[src/rtl/core/psd_pkg.sv]
// Shared widths, payload structs and helpers for the point to segment distance block.
`timescale 1ns / 1ps
package psd_pkg;

    localparam int CB       = 16;          // coordinate width
    localparam int DW       = CB + 1;      // coordinate difference width
    localparam int PW       = 2 * DW;      // product of two differences
    localparam int LW       = 2 * CB + 2;  // squared length
    localparam int DOT_W    = LW + 1;      // signed dot product
    localparam int AF       = 16;          // projection fraction bits
    localparam int QW       = AF + 1;      // projection, unsigned Q1.16
    localparam int NW       = LW + QW;     // dividend width
    localparam int FW       = QW + 1 + DW; // projection times difference
    localparam int FTW      = CB + 2;      // foot arithmetic width
    localparam int RW       = CB + 1;      // point to foot difference
    localparam int SUM_W    = 2 * RW;      // sum of squares
    localparam int DIST_W   = SUM_W / 2;   // root width
    localparam int SQ_REM_W = DIST_W + 2;  // root remainder width
    localparam int NREG     = 6;
    localparam int AW       = 5;
    localparam int IDX_W    = 3;

    localparam logic [IDX_W-1:0] REG_START_X = 3'd0;
    localparam logic [IDX_W-1:0] REG_START_Y = 3'd1;
    localparam logic [IDX_W-1:0] REG_START_Z = 3'd2;
    localparam logic [IDX_W-1:0] REG_END_X   = 3'd3;
    localparam logic [IDX_W-1:0] REG_END_Y   = 3'd4;
    localparam logic [IDX_W-1:0] REG_END_Z   = 3'd5;

    typedef struct packed {
        logic          coll;
        logic          lo;
        logic          hi;
        logic [CB-1:0] px;
        logic [CB-1:0] py;
        logic [CB-1:0] pz;
        logic [QW-1:0] q;
        logic [LW-1:0] rem;
        logic [QW-1:0] num;
    } t_div_item;

    typedef struct packed {
        logic                coll;
        logic                clamped;
        logic [SQ_REM_W-1:0] rem;
        logic [DIST_W-1:0]   root;
        logic [SUM_W-1:0]    n;
    } t_sqrt_item;

    function automatic logic signed [FTW-1:0] sext_ft(input logic [CB-1:0] v);
        return $signed({{(FTW-CB){v[CB-1]}}, v});
    endfunction

endpackage

[src/rtl/core/psd_div_cell.sv]
// One restoring division cell: produces one projection bit per item.
`timescale 1ns / 1ps
module psd_div_cell (
    input  logic                 i_clk,
    input  logic                 i_rst_n,
    input  logic                 i_en,
    input  logic                 i_valid,
    input  psd_pkg::t_div_item   i_item,
    input  logic [psd_pkg::LW-1:0] i_len2,
    output logic                 o_valid,
    output psd_pkg::t_div_item   o_item
);

    logic                   r_valid;
    psd_pkg::t_div_item     r_item;
    psd_pkg::t_div_item     n_item;
    logic [psd_pkg::LW:0]   rem2;
    logic [psd_pkg::LW:0]   diff;
    logic                   ge;

    always_comb begin
        rem2   = {i_item.rem, i_item.num[psd_pkg::QW-1]};
        diff   = rem2 - {1'b0, i_len2};
        ge     = rem2 >= {1'b0, i_len2};
        n_item = i_item;
        n_item.rem = ge ? diff[psd_pkg::LW-1:0] : rem2[psd_pkg::LW-1:0];
        n_item.num = {i_item.num[psd_pkg::QW-2:0], 1'b0};
        n_item.q   = {i_item.q[psd_pkg::QW-2:0], ge};
    end

    always_ff @(posedge i_clk) begin
        if (!i_rst_n) begin
            r_valid <= 1'b0;
        end else if (i_en) begin
            r_valid <= i_valid;
        end
    end

    always_ff @(posedge i_clk) begin
        if (i_en) begin
            r_item <= n_item;
        end
    end

    assign o_valid = r_valid;
    assign o_item  = r_item;

endmodule

[config.mk]
export PLATFORM = sky130hd
export DESIGN_NAME = psd_div_cell
export DESIGN_NICKNAME = d
export VERILOG_FILES = /design/src/rtl/core/psd_pkg.sv /design/src/rtl/core/psd_div_cell.sv
export SDC_FILE = /design/constraint.sdc
export NUM_CORES = 1
export LEC_CHECK = 0
export ABC_CLOCK_PERIOD_IN_PS = 2300
export BUFFER_PORTS_ARGS = -buffer_cell sky130_fd_sc_hd__buf_2
export CELL_PAD_IN_SITES_DETAIL_PLACEMENT = 0
export CELL_PAD_IN_SITES_GLOBAL_PLACEMENT = 1
export CORE_AREA = 5 5 172 124
export DETAILED_ROUTE_END_ITERATION = 10
export DIE_AREA = 0 0 177 129
export GPL_TIMING_DRIVEN = 0
export PLACE_DENSITY = 0.78
export SYNTH_ARGS = -nofsm -noshare
export SYNTH_HDL_FRONTEND = slang
export SYNTH_SLANG_ARGS = --single-unit
[constraint.sdc]
create_clock -name i_clk -period 2.3 [get_ports i_clk]
set_input_delay 0.115 -clock i_clk [delete_from_list [all_inputs] [get_ports i_clk]]
set_output_delay 0.115 -clock i_clk [all_outputs]
set_load 0.01 [all_outputs]
======== Yosys cells after proc, flatten, opt, wreduce, memory -nomap -nowiden ========
Cells that the tools add are included.
storage, ports and cells
  register bits ........................... 119
  latch bits .............................. 0
  memory bits (writable) .................. 0
  ROM bits ................................ 0
  logic and storage cells ................. 13
  memories ................................ 0
cells by class
  $add $sub $neg .......................... 1
  multiply operators ...................... 0
  div/mod/pow operators ................... 0
  $lt $le $gt $ge ......................... 1
  eq/ne operators ......................... 0
  shift operators ......................... 0
  mux-type cells .......................... 1
  bitwise logic cells ..................... 0
  reductions and logical operators ........ 0
operators with widths
  kind                                          count
  greater-or-equal comparator 35 x 34 -> 1 bit  1
  2-to-1 mux 34 bit                             1
  subtractor 34 bit                             1

======== Depth between registers and ports, before layout ========
  depth in word-level cells ............... 2
  mapped depth ............................ 14
  gate-level depth less buffers ........... 12

======== Worst setup path before layout ========
OpenSTA, ideal clock, no wires.
  kind .................................... in2reg
  start point ............................. in i_item[16] (netlist name)
  end point ............................... reg r_item (netlist bit o_item[47]), data pin
  setup time .............................. 258 ps
  arrival time ............................ 2,194 ps
  required time ........................... 2,042 ps
  path slack .............................. -151 ps
  stages on the path ...................... 12
  path through ............................ inv_1 > ha_1 > inv_1 > fa_1 > a21oi_1 > o211ai_1 > a311oi_1 > o21ai_2 > a211oi_1 > o21bai_1 > xnor2_1 > a21oi_2
RTL lines
  item                  line                source
  start, declared       psd_div_cell.sv:8   input psd_pkg::t_div_item i_item,
  end signal, assigned  psd_div_cell.sv:41  r_item <= n_item;
  end, declared         psd_div_cell.sv:15  psd_pkg::t_div_item r_item;

==> run metrics <==
Area growth syn-to-layout=59.72%; Overflow after GRT=0; crit-path max FO=3; fin nets=1098; Static Leak=0.004255 µW; period utilisation layout=97.04%; die area=22830 µm²; routed vias=5566; Clock Sinks=119; H-tree levels=4; Clock Root Buffer=clkbuf_16; Cells after Synth=512; peak supply drop=0.4212 mV; Clock Latency Late Sink=0.41 ns; final hold viol count=0; fraction of layout cells with a size suffix above 1=45.48%; initial antenna violation count=5; Setup crit start kind=primary input; Routed Antenna Nets=0; cell area after layout=9818 µm²; syn_area_per_cell=12.01 µm²; Placement Cell Area=7921 µm²; Ys Warns=0; cell accounting for the most synthesized area=edfxtp_1; Post-Syn Area=6147 µm²; crit path capture type=register; unrepaired setup endpoints after global routing=true; Synth cell types=65; WP data arrival=2.39 ns; #FFs+latches synth=119; FF+latch area=3563 µm²; Yosys top cell area share=57.64%; Total Wirelength=22220 µm; Final Power=6943 µW; status=complete, no violations; die height=129 µm; Crit Path Class=in2reg; TritonRoute pass-1 iters=5; P per Cell Area=707.2 nW/µm²; Initial Util=31.56%; Post-synth EDFFs=118; most common cell in the netlist=edfxtp_1; final setup vio count=0; worst clock skew=0 ns; Pins Over Slew Limit=0; Buffers on Ports=274; DRC Markers=0; dominant cells by area after synthesis=edfxtp_1, ha_1, inv_1, nand2_1, a21oi_2; fill cell count=1747; core area=19480 µm²; Clock Tree Buf Depth=2; min Tclk post-route=2.232 ns; Die W=177 µm; Seq/Total Area, Yosys=57.97%; Multi-input gate area=2565 µm²; dominant synthesized flop cell=edfxtp_1; first-pass GRT wire length=32240 µm; GRT Total Usage=18.63%; asr flop ratio synth=0%; DR vias/cell=4.673; vias in the first global route=5481; WL/cell=18.66 µm; drt initial violations=381; CTS clk-pin slew, worst paths=0.07 ns; Req. time, crit path=2.46 ns; Syn Nets=704; Hold Crit Class=in2reg; I/O pin count=277; GPL Wtd Cong=0.8358; floorplan row count=43; Final HPWL DP=15630 µm; CTS tree=done; CTS buffer count=17; largest net degree at the start of global routing=74; maxcap violations=0; FMAX=0.4481 GHz; Commonest cells post-synth=edfxtp_1, inv_1, nand2_1
## critical path: stages
cell and delay (ns):
buf_8 0.10, inv_4 0.05, ha_4 0.13, inv_4 0.03, fa_2 0.41, a21oi_4 0.15, o211ai_1 0.15, a311oi_2 0.26
buf_4 0.19, o2111ai_4 0.14, nand4b_1 0.23, a31oi_1 0.15, xnor2_1 0.18, o21ai_1 0.10
## cells by family (layout without fill, tap and decap cells)
group / count (synthesis) / in the layout / synth area share, %
compound gates: 132 / 132 / 15.02
xor+xnor: 28 / 28 / 3.989
fa+ha+maj: 35 / 35 / 7.246
buf+inv: 67 / 474 / 5.170
flops: 119 / 119 / 57.97
mux: 1 / 1 / 0.1628
other cells: 1 / 3 / 0.06100
simple gates: 129 / 129 / 10.38
## metal layers
metal / wire [µm] / vias to the layer above / global-route usage, %
met2: 10500 / 248 / 31.35
li1: - / 2682 / -
met5: 55 / - / 0
met1: 9169 / 2596 / 23.59
met3: 2127 / 32 / 6.197
met4: 369 / 8 / 4.093
## metrics by stage
step	setup slack [ns]	std cells	hold WS (ns)	setup TNS (ns)	util, %
after floorplan	-0.004055	512	0.2139	-0.004055	-
after global placement	-0.8894	1056	0.2919	-53.31	40.50
after detailed placement	-0.8814	1057	0.2932	-23.19	40.67
after CTS	-0.007110	1185	0.004046	-0.01419	48.79
after global routing	-0.06854	1190	0.03025	-0.1005	50.40
final	0.06816	1191	0.02534	0	50.41
## sequential cells by signal, summed over array words and instances, names as in the netlist
name	flops
o_item	118
o_valid	1
## worst paths after layout
check	start	endpoint	slack [ns]	cells after the start
hold reg to reg	o_valid$_SDFFE_PN0P_	o_valid$_SDFFE_PN0P_	1.08	3
setup / recovery	i_item[16]	o_item[41]$_DFFE_PP_	0.07	14
setup reg to reg	o_valid$_SDFFE_PN0P_	o_valid$_SDFFE_PN0P_	1.15	3
hold / removal	i_item[42]	o_item[43]$_DFFE_PP_	0.03	3
## layout make-up
type,count,area share (%)
Tap cell,270,3.441
Multi-Input combinational cell,326,26.12
Clock buffer,17,4.333
Buffer,15,1.631
Antenna cell,2,0.05097
Timing Repair Buffer,379,24.74
Clock inverter,15,1.504
Inverter,48,1.886
Sequential cell,119,36.29
## layout by cell type, fill, tap and decap left out, types with 4 or more instances in the layout
master / synthesis / layout
a21o_1: 11 / 11
a21oi_1: 28 / 21
a21oi_2: 19 / 24
a31oi_1: 6 / 6
buf_12: 0 / 4
buf_2: 7 / 276
buf_4: 3 / 14
clkbuf_16: 0 / 17
dlygate4sd3_1: 0 / 93
edfxtp_1: 118 / 118
ha_1: 34 / 22
ha_2: 0 / 4
ha_4: 0 / 8
inv_1: 47 / 45
inv_6: 0 / 6
inv_8: 0 / 5
nand2_1: 45 / 44
nand3_1: 10 / 8
nand4_1: 7 / 7
nor2_1: 30 / 23
nor2_2: 9 / 12
nor2_4: 0 / 4
nor3_1: 5 / 5
o21ai_0: 21 / 19
o21ai_1: 5 / 5
o21bai_1: 7 / 6
xnor2_1: 14 / 13
xor2_1: 14 / 14
## power breakdown
group          switching, µW  leakage (µW)  internal [µW]  total [µW]
sequential              58.9       0.00116           2660        2710
combinational            888       0.00282            753        1640
clock                   1140      0.000274           1440        2590
## timing repair
item,CTS,global route
buffers inserted,4,7
resized for setup,12,62
pin swaps,7,22
endpoints found under the setup margin,35,34
hold buffers,93,0
hold endpoints to repair,92,0
(Power assumes the default switching activity.)
