--- src/rtl/core/psd_pkg.sv ---
// Shared widths, payload structs and helpers for the point to segment distance block.
`timescale 1ns / 1ps
package psd_pkg;

    localparam int CB       = 16;          // coordinate width
    localparam int DW       = CB + 1;      // coordinate difference width
    localparam int PW       = 2 * DW;      // product of two differences
    localparam int LW       = 2 * CB + 2;  // squared length
    localparam int DOT_W    = LW + 1;      // signed dot product
    localparam int AF       = 16;          // projection fraction bits
    localparam int QW       = AF + 1;      // projection, unsigned Q1.16
    localparam int NW       = LW + QW;     // dividend width
    localparam int FW       = QW + 1 + DW; // projection times difference
    localparam int FTW      = CB + 2;      // foot arithmetic width
    localparam int RW       = CB + 1;      // point to foot difference
    localparam int SUM_W    = 2 * RW;      // sum of squares
    localparam int DIST_W   = SUM_W / 2;   // root width
    localparam int SQ_REM_W = DIST_W + 2;  // root remainder width
    localparam int NREG     = 6;
    localparam int AW       = 5;
    localparam int IDX_W    = 3;

    localparam logic [IDX_W-1:0] REG_START_X = 3'd0;
    localparam logic [IDX_W-1:0] REG_START_Y = 3'd1;
    localparam logic [IDX_W-1:0] REG_START_Z = 3'd2;
    localparam logic [IDX_W-1:0] REG_END_X   = 3'd3;
    localparam logic [IDX_W-1:0] REG_END_Y   = 3'd4;
    localparam logic [IDX_W-1:0] REG_END_Z   = 3'd5;

    typedef struct packed {
        logic          coll;
        logic          lo;
        logic          hi;
        logic [CB-1:0] px;
        logic [CB-1:0] py;
        logic [CB-1:0] pz;
        logic [QW-1:0] q;
        logic [LW-1:0] rem;
        logic [QW-1:0] num;
    } t_div_item;

    typedef struct packed {
        logic                coll;
        logic                clamped;
        logic [SQ_REM_W-1:0] rem;
        logic [DIST_W-1:0]   root;
        logic [SUM_W-1:0]    n;
    } t_sqrt_item;

    function automatic logic signed [FTW-1:0] sext_ft(input logic [CB-1:0] v);
        return $signed({{(FTW-CB){v[CB-1]}}, v});
    endfunction

endpackage

--- src/rtl/core/psd_sqrt_cell.sv ---
// One digit-by-digit square root cell: produces one root bit per item.
`timescale 1ns / 1ps
module psd_sqrt_cell (
    input  logic                i_clk,
    input  logic                i_rst_n,
    input  logic                i_en,
    input  logic                i_valid,
    input  psd_pkg::t_sqrt_item i_item,
    output logic                o_valid,
    output psd_pkg::t_sqrt_item o_item
);

    logic                          r_valid;
    psd_pkg::t_sqrt_item           r_item;
    psd_pkg::t_sqrt_item           n_item;
    logic [psd_pkg::SQ_REM_W+1:0]  rem2;
    logic [psd_pkg::SQ_REM_W+1:0]  trial;
    logic [psd_pkg::SQ_REM_W+1:0]  diff;
    logic                          ge;

    always_comb begin
        rem2   = {i_item.rem, i_item.n[psd_pkg::SUM_W-1 -: 2]};
        trial  = {2'b00, i_item.root, 2'b01};
        diff   = rem2 - trial;
        ge     = rem2 >= trial;
        n_item = i_item;
        n_item.rem  = ge ? diff[psd_pkg::SQ_REM_W-1:0] : rem2[psd_pkg::SQ_REM_W-1:0];
        n_item.root = {i_item.root[psd_pkg::DIST_W-2:0], ge};
        n_item.n    = {i_item.n[psd_pkg::SUM_W-3:0], 2'b00};
    end

    always_ff @(posedge i_clk) begin
        if (!i_rst_n) begin
            r_valid <= 1'b0;
        end else if (i_en) begin
            r_valid <= i_valid;
        end
    end

    always_ff @(posedge i_clk) begin
        if (i_en) begin
            r_item <= n_item;
        end
    end

    assign o_valid = r_valid;
    assign o_item  = r_item;

endmodule

--- config.mk ---
export PLATFORM = sky130hd
export DESIGN_NAME = psd_sqrt_cell
export DESIGN_NICKNAME = d
export VERILOG_FILES = /design/src/rtl/core/psd_pkg.sv /design/src/rtl/core/psd_sqrt_cell.sv
export SDC_FILE = /design/constraint.sdc
export NUM_CORES = 1
export LEC_CHECK = 0
export BUFFER_PORTS_ARGS = -buffer_cell sky130_fd_sc_hd__buf_4
export CORE_MARGIN = 2
export CORE_UTILIZATION = 25
export CTS_CLUSTER_DIAMETER = 40
export DETAILED_ROUTE_END_ITERATION = 16
export PLACE_DENSITY_LB_ADDON = 0.12
export SLEW_MARGIN = 10
export SYNTH_ARGS = -nofsm -noshare
export SYNTH_HDL_FRONTEND = slang
export SYNTH_SLANG_ARGS = --single-unit
--- constraint.sdc ---
create_clock -name i_clk -period 5 [get_ports i_clk]
set_clock_uncertainty 0.2 [all_clocks]
set_input_delay 0.75 -clock i_clk [delete_from_list [all_inputs] [get_ports i_clk]]
set_output_delay 0.75 -clock i_clk [all_outputs]
set_load 0.05 [all_outputs]
# Yosys cells after proc, flatten, opt, wreduce, memory -nomap -nowiden
# Index checks and enable logic that the tools add are counted.
# totals
reg_bits	71
elab_cells	9
output_inout_bits	73
# classes
addsub	1
order_cmp	1
n_mux	1
# ops
operator	n
21-bit by 19-bit greater-or-equal comparator with 1-bit output	1
19-bit two-way mux	1
19-bit subtractor	1

# Longest topological paths before layout
# Gate-level depths: netlist of the first run.
# depth
depth_word	2
ltp_mapped	10
ltp_nobuf	8

# Worst setup path after synthesis of the first run
# No wires, ideal clock.
# synth_timing
path_kind	input to register
from	in i_item[48] in the netlist's numbering
to	reg r_item, in the netlist o_item[53] (data pin)
arrival_time_ns	2.495
path_buffers	1
cell_stages	9
setup_slack_ns	2.045
required_ns	4.540
setup_ns	0.260
path_cell_list	inv_1 > ha_1 > and4_4 > and2_4 > a2111oi_2 > o21ai_1 > a21o_1 > buf_6 > mux2_4
# synth_lines
element	line	source
start, declared	psd_sqrt_cell.sv:8	input psd_pkg::t_sqrt_item i_item,
end signal, assigned	psd_sqrt_cell.sv:42	r_item <= n_item;
end, declared	psd_sqrt_cell.sv:14	psd_pkg::t_sqrt_item r_item;

==> summary.md, run 1 <==
| Metric | Value |
|---|---|
| Pin count of the biggest net entering global routing | `72` |
| Die footprint | `~15,000 um^2` |
| Detailed Route WL | `8.58 mm` |
| Place WS | `1060 ps` |
| Slew Limit Fails | `0` |
| Die width | `~120 um` |
| CTS buffer count | `9` |
| Top routing layer in use | `met4` |
| Maximum clock insertion buffer count | `2` |
| Area growth, synth to finish | `45.4%` |
| Power dissipated by switching net loads | `around 0.61 mW` |
| Clock slew at the register clock pins of the worst setup and hold paths | `~60 ps` |
| Vias in the first global route | `between 2,000 and 3,000` |
| Global-route usage over all layers | `0.117` |
| Fmax achieved | `roughly 280 MHz` |
| I/O Buffers | `between 100 and 150` |
| Synth Warn # | `0` |
| Total inserted antenna cells | `0` |
| Std cell rows | `43` |
| Total grt overflow | `0` |
| Number of resized instances in the post-cts repair step | `0` |
| Wire length on met2 | `3.96 mm` |
| Setup repair after global routing missed its margin | `false` |
| Routed met1 length | `between 3 and 4 mm` |
| CTS HTree Levels | `3` |
| Routed Antenna Nets | `0` |
| Final count of negative-setup-slack endpoints | `0` |
| Power share of the sequential group | `0.385` |
| Result of the run | `finished clean` |
| Cell taking the most area after synthesis | `edfxtp_1` |
| Top-Level Pins | `~150` |
| CTS Root Cell | `clkbuf_16` |
| Power density cells | `between 300 and 400 nW/um^2` |
| Leading cell types by total area after synthesis | `edfxtp_1, mux2_4, ha_1` |
| Proportion of total power due to net switching | `0.318` |
| Internal power component | `about 1.3 mW` |
| First-pass GRT wire length | `~13 mm` |
| Logic pwr share | `0.285` |
| Setup TNS after final layout | `0 ps` |
| Clock latency reported for the late side of the worst-skew pair | `330 ps` |
| Tmin final | `around 3600 ps` |
| Share of flip-flops with an asynchronous set or reset after synthesis | `0` |
| Number of vias per cell | `around 4.3` |
| Largest incremental delay on the critical path | `just under 500 ps` |
| Post-route DRC | `0` |
| Effective utilization at floorplan | `0.254` |
| Critical Path AT | `roughly 3500 ps` |
| Element type at the critical path end | `register` |
| Chain of cells forming the critical path | `buf_4 > inv_1 > ha_1 > nand4_1 > nor4_1 > a2111oi_2 > o21ai_1 > a21o_1 > buf_4 > mux2_4` |
| Gp weighted congestion | `about 0.78` |
| Post-synth EDFFs | `70` |
| CTS tree | `built` |
| Number of distinct standard cells referenced by the synthesized netlist | `44` |
| Initial drt markers | `140` |
| Die H | `about 120 um` |
| CORE AREA | `between 10,000 and 15,000 um^2` |
| Largest fanout on the critical path | `12` |
| Tightest slew margin relative to the limit | `0.378` |
| Length of the first detailed-routing pass in iterations | `6` |
| Post-detailed-route wirelength per cell | `14.6 um` |
| Launching element type of the critical path | `input pin` |
| Vias | `~2,500` |
| Layout cell share with drive strength beyond 1 | `0.456` |
| Met3 wire length | `approximately 840 um` |
| Proportion of netlist area held by the largest area contributor | `0.604` |
| Final instance count without filler cells | `between 500 and 600` |
| Crit Path Category | `in -> reg` |
| Placed cell area | `4760 um^2` |
| Utilization of the core after routing | `0.369` |
| Slowest stage cell on the critical path | `a21o_1` |
| Final Cell Area | `between 5000 and 6000 um^2` |
| Number of register bits inferred by synthesis | `71` |
| Sequential cell area fraction in the yosys report | `0.610` |
| Hold buffer count at CTS | `0` |
| # fillers | `1,383` |
| Syn Std Cell Area | `approximately 3500 um^2` |
| Top FF cell, synth | `edfxtp_1` |
| Leakage | `2.23 nW` |
| Worst supply voltage drop on vdd | `approximately 150 uV` |
| Post-Syn Area per Cell | `around 14 um^2` |
| Worst-case setup margin in the final layout | `1440 ps` |
| Share of the clock period used by the worst path after layout | `0.713` |
| Setup Buffers After CTS | `0` |
| Power share of the clock group | `0.331` |
| Classification of the worst-slack hold path | `reg -> reg` |
| Final #Nets | `between 400 and 500` |
| Transition at the pin with the smallest max-transition slack | `between 900 and 1000 ps` |
| Number of max-cap violations | `0` |
| Number of antenna violations at the first check in global routing | `0` |
| Most used cell, CP | `buf_4` |
| HPWL reported at the end of detailed placement | `between 6 and 7 mm` |
| Clock sinks | `71` |
| Final Hold Violating Endpoints | `0` |
| Cell Count Post-Placement | `approximately 570` |
| Synthesized netlist cell count | `between 200 and 300` |
| Required time of the worst setup path | `roughly 4900 ps` |
==> flip-flops by register name, indices dropped and copies added, names as in the netlist <==
signal / flops
o_valid: 1
o_item: 70
==> metal layers <==
metal,vias to the layer above,global-route usage
met5,-,0
met4,0,0.0438
met3,11,0.0482
met2,117,0.187
met1,1154,0.142
li1,1234,-
==> cells by family after synthesis <==
| kind of cell | synth area share |
|---|---|
| adder cells (fa/ha/maj) | 0.0683 |
| flip-flops | 0.610 |
| other | 0.00108 |
| buffers and inverters | 0.0406 |
| AND/OR/NAND/NOR | 0.0601 |
| AO/OA/AOI/OAI | 0.104 |
| multiplexers | 0.0781 |
| XOR/XNOR | 0.0378 |
==> path summary, 6_finish.rpt <==
path,from,to,slack [ps],cells past startpoint
hold / removal,o_valid,o_valid,320,2
setup reg to reg,o_valid,o_valid,4210,2
setup / recovery,i_item[45],o_item[65],1440,10
hold reg to reg,o_valid,o_valid,320,2
==> Yosys cell counts (3+ instances only) <==
cell type	n
a211oi_1	4
a21o_1	4
a21oi_1	14
buf_6	3
edfxtp_1	70
ha_1	19
inv_1	22
mux2_4	16
nand2_1	15
nand4_1	4
nor2_1	7
nor3_1	3
o211ai_1	5
o21ai_0	10
xnor2_1	8
xor2_1	7
==> power by group through the flow <==
stage | clock network [mW] | registers (mW) | logic [mW]
2_1_floorplan | 0 | 0.966 | 0.163
3_3_place_gp | 0 | 0.757 | 0.557
3_5_place_dp | 0 | 0.759 | 0.556
4_1_cts | 0.674 | 0.747 | 0.558
5_1_grt | 0.696 | 0.750 | 0.586
6_report | 0.640 | 0.745 | 0.551
==> layout by cell type, fill, tap and decap left out, types with 2 or more instances in the layout <==
| cell | synthesis | layout |
|---|---|---|
| edfxtp_1 | 70 | 70 |
| ha_1 | 19 | 19 |
| nor2_1 | 7 | 7 |
| xnor2_1 | 8 | 8 |
| a21oi_1 | 14 | 14 |
| o21ai_0 | 10 | 10 |
| nand3_1 | 2 | 2 |
| buf_4 | 2 | 148 |
| nand4_1 | 4 | 4 |
| nand2b_1 | 2 | 2 |
| nand2_1 | 15 | 15 |
| and3_1 | 2 | 2 |
| inv_1 | 22 | 22 |
| o21ai_1 | 2 | 2 |
| a21boi_0 | 2 | 2 |
| conb_1 | 1 | 2 |
| nor3_1 | 3 | 3 |
| mux2_4 | 16 | 16 |
| xor2_1 | 7 | 7 |
| and2_1 | 2 | 2 |
| a211oi_1 | 4 | 4 |
| clkinv_4 | 0 | 2 |
| mux2i_1 | 2 | 2 |
| o211ai_1 | 5 | 5 |
| clkbuf_16 | 0 | 9 |
| a31oi_1 | 2 | 2 |
| a21o_1 | 4 | 4 |
| nor2b_1 | 2 | 2 |
==> stage by stage <==
| stage | power (mW) | hold WS [ps] |
|---|---|---|
| 2_1_floorplan | 1.13 | 543 |
| 5_1_grt | 2.03 | 350 |
| 6_report | 1.94 | 324 |
| 3_5_place_dp | 1.31 | 309 |
| 3_3_place_gp | 1.31 | 299 |
| 4_1_cts | 1.98 | 325 |
==> critical path, delay by kind of cell <==
kind	cells	cell delay [ps]
and+or+nand+nor	2	680
muxes	1	320
adders and majority gates	1	460
AOI/OAI and AO/OA	3	740
buffers and inverters	3	480
==> layout make-up <==
type                            count  area (um^2)  share of cell area
Clock buffer                       10          229              0.0453
Clock inverter                      6         68.8              0.0136
Inverter                           22         82.6              0.0163
Multi-Input combinational cell    151         1220               0.241
Sequential cell                    71         2120               0.420
Tap cell                          180          225              0.0445
Timing Repair Buffer              148         1110               0.220
No activity file was read; power rests on OpenSTA's default activity.
==> run 2: changes to the inputs <==
--- a/config.mk
+++ b/config.mk
@@ -5,6 +5,7 @@
 export SDC_FILE = /design/constraint.sdc
 export NUM_CORES = 1
 export LEC_CHECK = 0
+export ABC_AREA = 1
 export BUFFER_PORTS_ARGS = -buffer_cell sky130_fd_sc_hd__buf_4
 export CORE_MARGIN = 2
 export CORE_UTILIZATION = 25
==> constraint.sdc (replaced) <==
create_clock -name i_clk -period 3.4 [get_ports i_clk]
set_clock_uncertainty 0.2 [all_clocks]
set_input_delay 0.51 -clock i_clk [delete_from_list [all_inputs] [get_ports i_clk]]
set_output_delay 0.51 -clock i_clk [all_outputs]
set_load 0.05 [all_outputs]
==> run 2 against run 1 <==
Area after synthesis grew 6.3%. Core utilization shrank 0.48 points. Non-clock buffer count shrank 2. Sequential share of layout area shrank 1.7 points. First-iteration DRC count shrank 4.3%. Die area grew 6.1%. Combinational power grew 43%. Critical path depth grew 4. Sequential cell count is the same. Global-route usage grew 0.96 points. Clock power grew 50%. Final cell count grew 23%.
==> summary.md, run 2 <==
| Metric | Value |
|---|---|
| Result of the run | `finished clean` |
| Setup repair after global routing missed its margin | `false` |
| CORE AREA | `14,500 um^2 (+5.5%)` |
| Syn Std Cell Area | `3700 um^2 (+6.3%)` |
| Transition at the pin with the smallest max-transition slack | `958 ps (+24.4 ps)` |
| Final instance count without filler cells | `721 (+23%)` |
| Post-synth EDFFs | `70 (unchanged)` |
| Vias in the first global route | `3,078 (+23%)` |
| Final Hold Violating Endpoints | `0 (unchanged)` |
| Largest fanout on the critical path | `22 (+10)` |
| Synth Warn # | `0 (unchanged)` |
| Post-route DRC | `0 (unchanged)` |
| Vias | `2,993 (+19%)` |
| Place WS | `748 ps (-315 ps)` |
| Die H | `126 um (+3.0%)` |
| Power density cells | `539 nW/um^2 (+41%)` |
| Placed cell area | `4970 um^2 (+4.4%)` |
| Effective utilization at floorplan | `0.255 (+0.00191)` |
| Hold_ws | `146 ps (-177 ps)` |
| End of the worst hold path | `o_item[31]` |
| Total inserted antenna cells | `0 (unchanged)` |
| Critical Path AT | `2150 ps (-1300 ps)` |
| CTS Root Cell | `clkbuf_16` |
| Required time of the worst setup path | `3290 ps (-1590 ps)` |
| Worst supply voltage drop on vdd | `272 uV (+76%)` |
| Chain of cells forming the critical path | `buf_4 > inv_1 > ha_1 > nand2_2 > nor2_2 > nand2_1 > nor2_2 > nand2_1 > nand2_2 > nor2_2 > nand2_4 > inv_6 > nand2_1 > nand2_1` |
| Crit Path Category | `in -> reg` |
| Leading cell types by total area after synthesis | `edfxtp_1, nand2_1, ha_1` |
| Number of antenna violations at the first check in global routing | `0 (unchanged)` |
| Final Cell Area | `5270 um^2 (+4.2%)` |
| Commonest cells in the synthesized netlist | `nand2_1, edfxtp_1, inv_1` |
| Number of max-cap violations | `0 (unchanged)` |
| Setup TNS after final layout | `0 ps (unchanged)` |
| Top FF cell, synth | `edfxtp_1` |
| Post-detailed-route wirelength per cell | `13.6 um (-6.9%)` |
| Detailed Route WL | `9.79 mm (+14%)` |
| HPWL reported at the end of detailed placement | `7.46 mm (+16%)` |
| Clock sinks | `71 (unchanged)` |
| Synthesized netlist cell count | `379 (+52%)` |
| Layout cell share with drive strength beyond 1 | `0.367 (-0.0890)` |
| Sequential cell area fraction in the yosys report | `0.574 (-0.0363)` |
| Number of vias per cell | `4.15 (-3.0%)` |
| Cell Count Post-Placement | `705 (+23%)` |
| CTS tree | `built` |
| Proportion of netlist area held by the largest area contributor | `0.568 (-0.0360)` |
| Slew Limit Fails | `0 (unchanged)` |
| Number of distinct standard cells referenced by the synthesized netlist | `24 (-45%)` |
| Maximum clock insertion buffer count | `2 (unchanged)` |
| Most frequently used cell type in the post-synthesis netlist | `nand2_1` |
| Critical R2R Capture | `o_valid` |
| CTS buffer count | `9 (unchanged)` |
| Clock latency reported for the late side of the worst-skew pair | `330 ps (about the same)` |
| Area growth, synth to finish | `42.4%` |
| Largest register FFs | `70 (unchanged)` |
| Most common library cell in the layout ignoring fill and taps | `buf_4` |
| Cell taking the most area after synthesis | `edfxtp_1` |
| Final count of negative-setup-slack endpoints | `0 (unchanged)` |
| Slowest stage cell on the critical path | `ha_1` |
| Cell depth of the worst min-delay path | `1 (-1)` |
| Post-Syn Area per Cell | `9.76 um^2 (-30%)` |
| Share of flip-flops with an asynchronous set or reset after synthesis | `0 (unchanged)` |
| Die footprint | `15,800 um^2 (+6.1%)` |
| Reg2Reg Depth | `2 (unchanged)` |
| Fmax achieved | `444 MHz` |
| Final #Nets | `627 (+26%)` |
| Cell type group with the largest total delay on the critical path | `simple AND/OR/NAND/NOR gates` |
| Initial drt markers | `134 (-4.3%)` |
| Pin count of the biggest net entering global routing | `73 (+1.4%)` |
| Worst Path Buf+Inv | `3 (unchanged)` |
| Total power | `2.84 mW (+47%)` |
| Utilization of the core after routing | `0.364 (-0.00482)` |
| Routed Antenna Nets | `0 (unchanged)` |
| Global-route usage over all layers | `0.127 (+0.00962)` |
| Clock slew at the register clock pins of the worst setup and hold paths | `60 ps (about the same)` |
| Element type at the critical path end | `register` |
| Hold buffer count at CTS | `0 (unchanged)` |
| Launching element type of the critical path | `input pin` |
| Reg2reg setup slack | `2530 ps (-1680 ps)` |
| Startpoint of the worst register-to-register path | `o_valid` |
| Leakage | `2.53 nW (+14%)` |
| I/O Buffers | `146 (unchanged)` |
| Commonest non-fill, non-tap cells in the layout | `buf_4, nand2_1, edfxtp_1, inv_1, nand3_1` |
| Worst-case setup margin in the final layout | `1150 ps (-290 ps)` |
| Number of register bits inferred by synthesis | `71 (unchanged)` |
| Classification of the worst-slack hold path | `in -> reg` |
| HP Start | `i_item[29]` |
| Length of the first detailed-routing pass in iterations | `4 (-2)` |
| Critical path launch point | `i_item[39]` |
| Number of resized instances in the post-cts repair step | `0 (unchanged)` |
| First-pass GRT wire length | `15.6 mm (+21%)` |
| Tmin final | `approximately 2300 ps` |
| Top-Level Pins | `149 (unchanged)` |
| Most used cell, CP | `nand2_1` |
| Total grt overflow | `0 (unchanged)` |
| Tightest slew margin relative to the limit | `0.361 (-0.0163)` |
| Share of the clock period used by the worst path after layout | `0.663` |
| Setup Buffers After CTS | `0 (unchanged)` |
| CTS HTree Levels | `3 (unchanged)` |
| Gp weighted congestion | `0.824 (+6.1%)` |
| Largest incremental delay on the critical path | `370 ps (-120 ps)` |
| Die width | `126 um (+3.0%)` |
| Std cell rows | `44 (+2.3%)` |
[run 2: worst max-delay path by stage]
stage          depth (start not counted)    endpoint  slack, ps
3_5_place_dp                          14  o_item[65]        750
4_1_cts                               14  o_item[65]       1120
3_3_place_gp                          14  o_item[64]        770
2_1_floorplan                         14  o_item[68]       1200
5_1_grt                               14  o_item[64]        950
6_report                              14  o_item[64]       1150
[run 2: logic make-up after synthesis]
family	count (synthesis)	synth area share
adder cells (fa/ha/maj)	19	0.0643
other	1	0.00101
XOR/XNOR	8	0.0189
flip-flops	71	0.574
AO/OA/AOI/OAI	23	0.0321
buffers and inverters	64	0.0768
AND/OR/NAND/NOR	193	0.233
[run 2: power breakdown]
part           switching (mW)  internal, mW
clock network           0.394         0.570
registers              0.0248          1.07
logic                   0.538         0.250
[run 2: worst register-to-register path: cells and delay by family, from the launching register on]
kind / cells / cell delay, ps
compound gates: 2 / 220
flops: 1 / 310
[run 2: cell type report]
cell class | count | area (um^2)
multi-input cells | 245 | 1300
repair buffers | 146 | 1100
flip-flops and latches | 71 | 2120
clock inverters | 7 | 71.3
clock buffers | 9 | 225
fillers | 1520 | 9210
well taps | 184 | 230
inverters | 59 | 226
[run 2: routing by layer]
layer | wire, um | up-vias | GRT usage
li1 | - | 1535 | -
met1 | 4560 | 1330 | 0.164
met2 | 4380 | 116 | 0.200
met3 | 691 | 12 | 0.0425
met4 | 157 | 0 | 0.0451
met5 | 0 | - | 0
